**config.mk**
```make
export PLATFORM = sky130hd
export DESIGN_NAME = tmd_root_stage
export DESIGN_NICKNAME = d
export VERILOG_FILES = /design/src/rtl/tmd_pkg.sv /design/src/rtl/tmd_root_stage.sv
export SDC_FILE = /design/constraint.sdc
export NUM_CORES = 1
export LEC_CHECK = 0
export BUFFER_PORTS_ARGS = -buffer_cell sky130_fd_sc_hd__buf_2
export CAP_MARGIN = 40
export CORE_AREA = 4 4 250 252
export CTS_CLUSTER_SIZE = 24
export DETAILED_ROUTE_END_ITERATION = 10
export DIE_AREA = 0 0 254 256
export GPL_ROUTABILITY_DRIVEN = 0
export PLACE_DENSITY = 0.63
export RECOVER_POWER = 25
export SYNTH_ARGS = -nofsm -noshare
export SYNTH_HDL_FRONTEND = slang
export SYNTH_SLANG_ARGS = --single-unit
```
**constraint.sdc**
```tcl
create_clock -name clk -period 0.8 [get_ports clk]
set_input_delay 0 -clock clk [delete_from_list [all_inputs] [get_ports clk]]
set_output_delay 0 -clock clk [all_outputs]
set_load 0.05 [all_outputs]
```
**src/rtl/tmd_pkg.sv**
```systemverilog
// shared types and constants of the trapezoidal move duration block
// no dependencies

package tmd_pkg;

    localparam int unsigned DIST_W  = 32;
    localparam int unsigned CFG_W   = 24;
    localparam int unsigned DUR_W   = 32;
    localparam int unsigned NUM_W   = 90;
    localparam int unsigned MOD_W   = 52;
    localparam int unsigned ACC_W   = 56;
    localparam int unsigned IDX_W   = 1;

    localparam logic [IDX_W-1:0] REG_TOP_FEED_RATE     = 1'd0;
    localparam logic [IDX_W-1:0] REG_AXIS_ACCELERATION = 1'd1;

    localparam logic [CFG_W-1:0] TOP_FEED_RATE_RESET     = 24'd48000;
    localparam logic [CFG_W-1:0] AXIS_ACCELERATION_RESET = 24'd16000;

    // ramp test 225*a*d > 4*f*f
    localparam logic [63:0] RAMP_K       = 64'd225;
    // cruise numerator (11250*a*d + 200*f*f) * 250
    localparam logic [69:0] CRUISE_AD_K  = 70'd11250;
    localparam logic [55:0] CRUISE_FF_K  = 56'd200;
    localparam logic [NUM_W-1:0] CRUISE_SCALE_K = 90'd250;
    // no-cruise numerator (250000*d) * 250000
    localparam logic [49:0] RAMP_D_K     = 50'd250000;
    localparam logic [NUM_W-1:0] RAMP_SCALE_K = 90'd250000;
    // cruise divisor 3*a*f
    localparam logic [49:0] DIV_K        = 50'd3;

    typedef struct packed {
        logic               sqrt_mode;
        logic               done;
        logic               sat;
        logic [NUM_W-1:0]   n;
        logic [NUM_W-1:0]   s;
        logic [MOD_W-1:0]   m;
        logic [ACC_W-1:0]   r_acc;
        logic [DUR_W-1:0]   q;
    } iter_t;

endpackage

```
**src/rtl/tmd_root_stage.sv**
```systemverilog
// one bit of the shared restoring divide / square root recurrence
// depends on tmd_pkg

module tmd_root_stage #(
    parameter int unsigned BIT = 31
) (
    input  logic           clk,
    input  logic           rst_n,
    input  logic           adv,
    input  logic           stage_in_valid,
    input  tmd_pkg::iter_t stage_in,
    output logic           stage_out_valid,
    output tmd_pkg::iter_t stage_out
);

    logic                        valid_reg;
    tmd_pkg::iter_t              data_reg;
    tmd_pkg::iter_t              data_next;
    logic [tmd_pkg::NUM_W-1:0]   m_ext, r_ext, term, trial;
    logic                        take;

    // sqrt: (r + 2^k)^2 * a = s + 2^(k+1) * r * a + 2^(2k) * a
    // divide: (q + 2^k) * m = s + 2^k * m
    always_comb
    begin
        m_ext = tmd_pkg::NUM_W'(stage_in.m);
        r_ext = tmd_pkg::NUM_W'(stage_in.r_acc);
        if (stage_in.sqrt_mode)
            term = (r_ext << (BIT + 1)) + (m_ext << (2 * BIT));
        else
            term = m_ext << BIT;
        trial = stage_in.s + term;
        take  = !stage_in.done && (trial <= stage_in.n);
        data_next = stage_in;
        if (take)
        begin
            data_next.s      = trial;
            data_next.q[BIT] = 1'b1;
            if (stage_in.sqrt_mode)
                data_next.r_acc = stage_in.r_acc + (tmd_pkg::ACC_W'(stage_in.m) << BIT);
        end
    end

    always_ff @(posedge clk or negedge rst_n)
    begin
        if (!rst_n)
            valid_reg <= 1'b0;
        else if (adv)
            valid_reg <= stage_in_valid;
    end

    always_ff @(posedge clk)
    begin
        if (adv)
            data_reg <= data_next;
    end

    assign stage_out_valid = valid_reg;
    assign stage_out       = data_reg;

endmodule

```
==> results of run 1 <==
## worst min path at each step
stage	slack [ps]	endpoint	startpoint
5_1_grt	60	stage_out[87]	stage_in[112]
3_5_place_dp	-220	stage_out_valid	rst_n
4_1_cts	9	stage_out[87]	stage_in[112]
2_1_floorplan	-300	stage_out_valid	rst_n
6_report	40	stage_out[87]	stage_in[112]
3_3_place_gp	-230	stage_out_valid	rst_n
## worst min-delay path, stage by stage
cell and delay [ps]:
buf_2 80, buf_4 110, xor2_1 70, nand3_1 90
xnor2_1 120
## routing by layer
layer / wire length (um) / vias up / global-route usage, % / part of all wire [%]
li1: - / 9803 / - / -
met1: 37300 / 10408 / 33.1 / 39
met2: 46100 / 1094 / 46.4 / 48
met3: 6420 / 302 / 4.91 / 6.7
met4: 5380 / 6 / 13.7 / 5.6
met5: 34 / - / 0 / 0.036
## stage by stage
stage / utilization [%] / worst slack (ps) / hold WS [ps] / cell area, sq um / setup TNS, ps
after floorplan: - / -5180 / -296 / 19900 / -431050
after global placement: 46.6 / -6220 / -226 / 28000 / -522660
after detailed placement: 46.6 / -6410 / -215 / 28000 / -540040
after CTS: 58.5 / -5330 / 9.30 / 35200 / -638530
after global routing: 59.3 / -5720 / 56.3 / 35600 / -694220
final: 59.3 / -5480 / 35.8 / 35700 / -656720
## cell type report
class                   count  area [sq um]  area share [%]
clock buffers              50          1040            2.91
diodes                     24          60.1           0.168
multi-input cells        1284          9940            27.9
clock inverters            18           191           0.537
inverters                 130           488            1.37
well taps                 782           978            2.74
flip-flops and latches    324          9730            27.3
repair buffers           1547         13200            37.1
## timing repair
item	in CTS	in global routing
hold endpoints to repair	415	29
pin swaps	23	29
hold buffers	327	4
buffers inserted	21	11
cloned	4	7
endpoints found under the setup margin	409	733
gates resized for setup	729	64
## cells in the final DEF, fill, tap and decap left out, types with 13 or more instances in the layout
master	synthesis	routed
diode_2	0	24
dlygate4sd3_1	0	330
clkbuf_16	0	46
clkbuf_1	42	13
a21o_1	50	50
o21a_1	19	19
edfxtp_1	323	323
a21oi_1	148	137
inv_1	130	128
o21bai_1	15	14
buf_4	1	530
xor2_1	29	29
o21ai_0	83	67
nor3_1	33	27
buf_6	0	334
mux2_2	80	61
buf_2	7	321
ha_1	198	193
buf_12	0	14
xnor2_1	67	64
nand2_2	1	16
mux2_4	1	20
nor2_1	78	70
a211oi_1	22	19
nand2_1	204	182
nand4_1	36	36
nand3_1	37	35
## kinds of logic after synthesis
kind of cell / count (synthesis) / synth area share (%)
xor+xnor: 96 / 4.27
buf+inv: 184 / 3.57
simple gates: 472 / 11.3
mux: 83 / 4.75
flops: 324 / 49.3
fa+ha+maj: 201 / 12.9
compound gates: 429 / 13.9
## power by group
| group | switching [uW] | internal, uW |
|---|---|---|
| Clock | 7510 | 10200 |
| Combinational | 19100 | 15100 |
| Sequential | 1040 | 21000 |
## flip-flops by register name, summed over array words and instances, names as in the netlist
register and flops:
stage_out_valid 1, stage_out 323
==> summary.md, run 1 <==
| Metric | Value |
|---|---|
| Status | `complete, but fails checks` |
| Failing checks | `setup timing` |
| Pins Over Slew Limit | `0` |
| DR pass1 iterations | `5` |
| Via density | `5.20` |
| Max_slew headroom | `49.6%` |
| Placed Cells | `3,694` |
| Non-Filler Instances | `4,159` |
| Area contributors post-synth | `edfxtp_1 49%, ha_1 13%, mux2_2 4.6%` |
| Vias | `21.6k` |
| Min-delay worst type | `primary input to register` |
| CTS tree | `built` |
| CP Capture Type | `register` |
| DRT iter0 DRCs | `1,574` |
| DR WL/cell | `22.9 um` |
| H-Tree Level Count | `2` |
| Remaining antenna violation count | `0` |
| Leakage power | `0.0163 uW` |
| Routed wire length | `95.3 mm` |
| HPWL reported at the end of detailed placement | `69.7 mm` |
| Synth cell count leaders | `323 x edfxtp_1, 204 x nand2_1, 198 x ha_1` |
| Fin. Hold Viols | `0` |
| Starting Density | `32.8%` |
| Number of synthesized register bits | `324` |
| Reg2reg path depth | `1` |
| Fmax | `0.159 GHz` |
| Sink Count | `324` |
| Crit Path Max Fanout | `6` |
| # IOs | `651` |
| Largest net degree at the start of global routing | `58` |
| Mapped cell area | `19,700 sq um` |
| VDD IR max | `1.81 mV` |
| Worst setup path startpoint | `stage_in[62]` |
| GRT Util Overall | `27.3%` |
| Number of setup violations in the final report | `667` |
| Internal reg-to-reg setup slack | `-10 ps` |
| Die Y | `256 um` |
| Ys Warns | `0` |
| Arrival time at the worst endpoint | `6600 ps` |
| Ys async rst share | `0.309%` |
| Layout fillers | `4,696` |
| Total Die Area | `65,000 sq um` |
| Layout area overhead | `80.9%` |
| CP Depth | `37` |
| Count leader, synth | `edfxtp_1` |
| Crit path to | `stage_out[173]` |
| GRT overflow | `0` |
| I/O Buffers | `650` |
| Register area share after synthesis | `49.3%` |
| Tcrit/Tclk final | `785%` |
| WP data required | `1120 ps` |
| Final nets | `3,854` |
| Rows | `90` |
| Min cycle time layout | `6280 ps` |
| Root buffer cell | `clkbuf_16` |
| RSZ-0062 raised after global routing | `true` |
| Antenna violations before repair | `30` |
| Unique cell type count in the Yosys netlist | `76` |
| Slew @ Worst Pin | `757 ps` |
| First-pass GRT wire length | `136 mm` |
| Die Width | `254 um` |
| Yosys top cell area share | `49.2%` |
| Startpoint Class | `primary input` |
| CP max stage cell | `or4_4` |
| Layout cell share with drive strength beyond 1 | `43.4%` |
| Clock Latency Late Sink | `570 ps` |
| Core area | `60,100 sq um` |
| Cells after Synth | `1,789` |
| Mean post-synth cell area | `11.0 sq um` |
| Crit path max-delay family | `compound AO/OA/AOI/OAI gates` |
| Origin of the critical flop-to-flop path | `stage_out_valid` |
| Fin Clk Skew | `0 ps` |
| Worst setup path class | `primary input to register` |
| Deepest clock path buffer count | `3` |
| Most frequent CP cell | `o21ai_0` |
| R2r endpoint | `stage_out_valid` |
| Number of CTS-inserted buffers | `39` |
| Drc violations | `0` |
| WHS Path Cells | `5` |
| Largest stage delay on the critical path | `490 ps` |
| Buf/Inv on CP | `7` |
| Post-synth EDFFs | `323` |
| Max cap viols | `0` |
| Post-synth top flop | `edfxtp_1` |
| Yosys top cell by area | `edfxtp_1` |
| Vias in the first global route | `22.3k` |
| Pwr dens | `2080 nW/um^2` |
| Power Total | `74,000 uW` |
| Mapped Nets | `2,317` |
| Clock transition at path regs | `60 ps` |
| Final worst setup slack | `-5480 ps` |
(Power assumes the default switching activity.)
==> inputs of run 2 (changes only) <==
Settings changed: CELL_PAD_IN_SITES_DETAIL_PLACEMENT from default to 1, CELL_PAD_IN_SITES_GLOBAL_PLACEMENT from default to 2, CORE_AREA 4 4 250 252 to default, CORE_ASPECT_RATIO from default to 1.4, CORE_MARGIN from default to 4, CORE_UTILIZATION from default to 32, DIE_AREA 0 0 254 256 to default, PLACE_DENSITY 0.63 to 0.89.
==> run 2 against run 1 <==
Net effect:
- critical path type unchanged
- largest power group unchanged
- highest routed layer unchanged
- the run still ends with setup timing left
- clock power increased by 6%
- hold slack improved by 74 ps
- total power increased by 6.5%
- non-clock buffer count increased by 50
- register-to-register slack hardly changed
==> summary.md, run 2 (same netlist as run 1, synthesis figures left out) <==
| Metric | Value |
|---|---|
| Antenna violations before repair | `23 (-23%)` |
| Rows | `107 (+19%)` |
| Die Width | `218 um (-14%)` |
| Number of CTS-inserted buffers | `37 (-5.1%)` |
| Clock network fraction of design power | `23.7% (-0.2 points)` |
| Vias in the first global route | `26.2k (+17%)` |
| Pins Over Slew Limit | `0 (unchanged)` |
| Max cap viols | `0 (unchanged)` |
| Most frequent CP cell | `buf_4` |
| Starting Density | `32.4% (-0.42 points)` |
| WP data required | `1090 ps (-30 ps)` |
| Startpoint Class | `primary input` |
| Fin util | `59.6% (+0.31 points)` |
| Reg2reg path depth | `1 (unchanged)` |
| Final nets | `3,902 (+1.2%)` |
| Failing checks | `setup timing` |
| Layout cell share with drive strength beyond 1 | `45.8% (+2.4 points)` |
| Deepest clock path buffer count | `3 (unchanged)` |
| Leakage power | `0.0167 uW (+2.2%)` |
| Arrival time at the worst endpoint | `7010 ps (+410 ps)` |
| Vias | `23.4k (+8.5%)` |
| Status | `complete, but fails checks` |
| Flop pwr share | `28.3% (-1.5 points)` |
| CP max stage cell | `or4_4` |
| Multi-input gate area | `10,200 sq um (+2.6%)` |
| Commonest non-fill, non-tap cell in the layout | `buf_4` |
| GRT overflow | `0 (unchanged)` |
| Worst setup path class | `primary input to register` |
| Via density | `5.53 (+6.4%)` |
| Routed wire length | `126 mm (+32%)` |
| CTS tree | `built` |
| Final worst setup slack | `-5910 ps (-435 ps)` |
| Sw power | `31,400 uW (+13%)` |
| Storage element area | `9730 sq um (unchanged)` |
| Largest net degree at the start of global routing | `28 (-52%)` |
| CP Depth | `38 (+2.7%)` |
| RSZ-0062 raised after global routing | `true` |
| Combinational share of power | `48.0% (+1.7 points)` |
| Crit path max-delay family | `simple AND/OR/NAND/NOR gates` |
| WHS Path Cells | `5 (unchanged)` |
| Most frequent cells in the layout | `580 x buf_4, 332 x buf_6, 329 x dlygate4sd3_1` |
| Sink Count | `324 (unchanged)` |
| Remaining antenna violation count | `0 (unchanged)` |
| Layout area overhead | `84.2%` |
| HPWL reported at the end of detailed placement | `79.1 mm (+13%)` |
| Min cycle time layout | `6710 ps (+435 ps)` |
| Slew @ Worst Pin | `1030 ps (+269 ps)` |
| Core area | `60,900 sq um (+1.3%)` |
| Die Y | `302 um (+18%)` |
| Post-Place Setup Slack | `-6540 ps (-130 ps)` |
| Layout fillers | `6,514 (+39%)` |
| DR WL/cell | `29.6 um (+29%)` |
| Fin. Hold Viols | `0 (unchanged)` |
| Pwr dens | `2170 nW/um^2 (+4.6%)` |
| Drc violations | `0 (unchanged)` |
| # IOs | `651 (unchanged)` |
| First-pass GRT wire length | `174 mm (+28%)` |
| Clock transition at path regs | `80 ps (+20 ps)` |
| Clock Latency Late Sink | `550 ps (-20 ps)` |
| VDD IR max | `1.92 mV (+6.5%)` |
| Tcrit/Tclk final | `839% (+54 points)` |
| Fin Clk Skew | `0 ps (unchanged)` |
| Min-delay worst type | `primary input to register` |
| I/O Buffers | `650 (unchanged)` |
| Largest stage delay on the critical path | `570 ps (+80 ps)` |
| Buf/Inv on CP | `14 (+7)` |
| CP Capture Type | `register` |
| GRT Util Overall | `35.7% (+8.4 points)` |
| Cell Int Power | `47,400 uW (+2.3%)` |
| Fmax | `0.149 GHz (-6.5%)` |
| DR pass1 iterations | `5 (unchanged)` |
| Crit Path Max Fanout | `8 (+2)` |
| Root buffer cell | `clkbuf_16` |
| Switch share | `39.8% (+2.4 points)` |
| Max_slew headroom | `30.9% (-19 points)` |
| Max FFs per register | `323 (unchanged)` |
| Number of setup violations in the final report | `692 (+3.7%)` |
| H-Tree Level Count | `2 (unchanged)` |
| DRT iter0 DRCs | `1,827 (+16%)` |
| Total Die Area | `65,700 sq um (+1.0%)` |
-- run 2: final cells by class --
class / count / share of cell area [%]
Timing Repair Buffer: 1597 / 37.4
Multi-Input combinational cell: 1284 / 28.1
Sequential cell: 324 / 26.8
Tap cell: 817 / 2.82
Clock buffer: 43 / 2.73
Inverter: 130 / 1.35
Clock inverter: 24 / 0.693
Antenna cell: 20 / 0.138
-- run 2: path summary, 6_finish.rpt --
kind | from | endpoint | slack (ps)
worst min-delay path | stage_in[112] | stage_out[87] | 110
max in group asynchronous | rst_n | stage_out_valid | 390
min in group asynchronous | rst_n | stage_out_valid | 300
worst min register to register | stage_out_valid | stage_out_valid | 560
worst max-delay path | stage_in[62] | stage_out[183] | -5910
worst max register to register | stage_out_valid | stage_out_valid | 0
-- run 2: power groups by stage --
| stage | clock network (uW) | registers (uW) | logic (uW) |
|---|---|---|---|
| floorplan | 0 | 28200 | 9940 |
| global placement | 0 | 21800 | 27700 |
| detailed placement | 0 | 21900 | 28900 |
| CTS | 18200 | 22000 | 34100 |
| global route | 19500 | 22400 | 39400 |
| finish | 18700 | 22300 | 37800 |
-- run 2: metrics by stage --
step / power [uW] / hold WS, ps / TNS (ps) / area (sq um) / instances
after global routing: 81200 / 118 / -704420 / 36300 / 4237
after floorplan: 38100 / -296 / -431050 / 19900 / 1789
after detailed placement: 50700 / -219 / -559310 / 28400 / 3776
final: 78800 / 110 / -671620 / 36300 / 4239
after global placement: 49500 / -217 / -534130 / 28400 / 3776
after CTS: 74300 / 6.70 / -604520 / 35700 / 4202
-- run 2: routing by layer --
layer | GRT usage, % | share of wire, % | up-vias
met2 | 64.3 | 50 | 1429
met5 | 0 | 0.053 | -
met4 | 28.1 | 9.8 | 8
met3 | 7.32 | 6.7 | 646
li1 | - | - | 9893
met1 | 35.3 | 33 | 11464
-- run 2: timing repair --
item,4_1_cts,5_1_grt
setup buffers,25,13
pin swaps,32,46
gates resized for setup,745,129
hold buffers,330,0
endpoints found under the hold margin,354,0
setup endpoints to repair,409,617
cloned,5,6
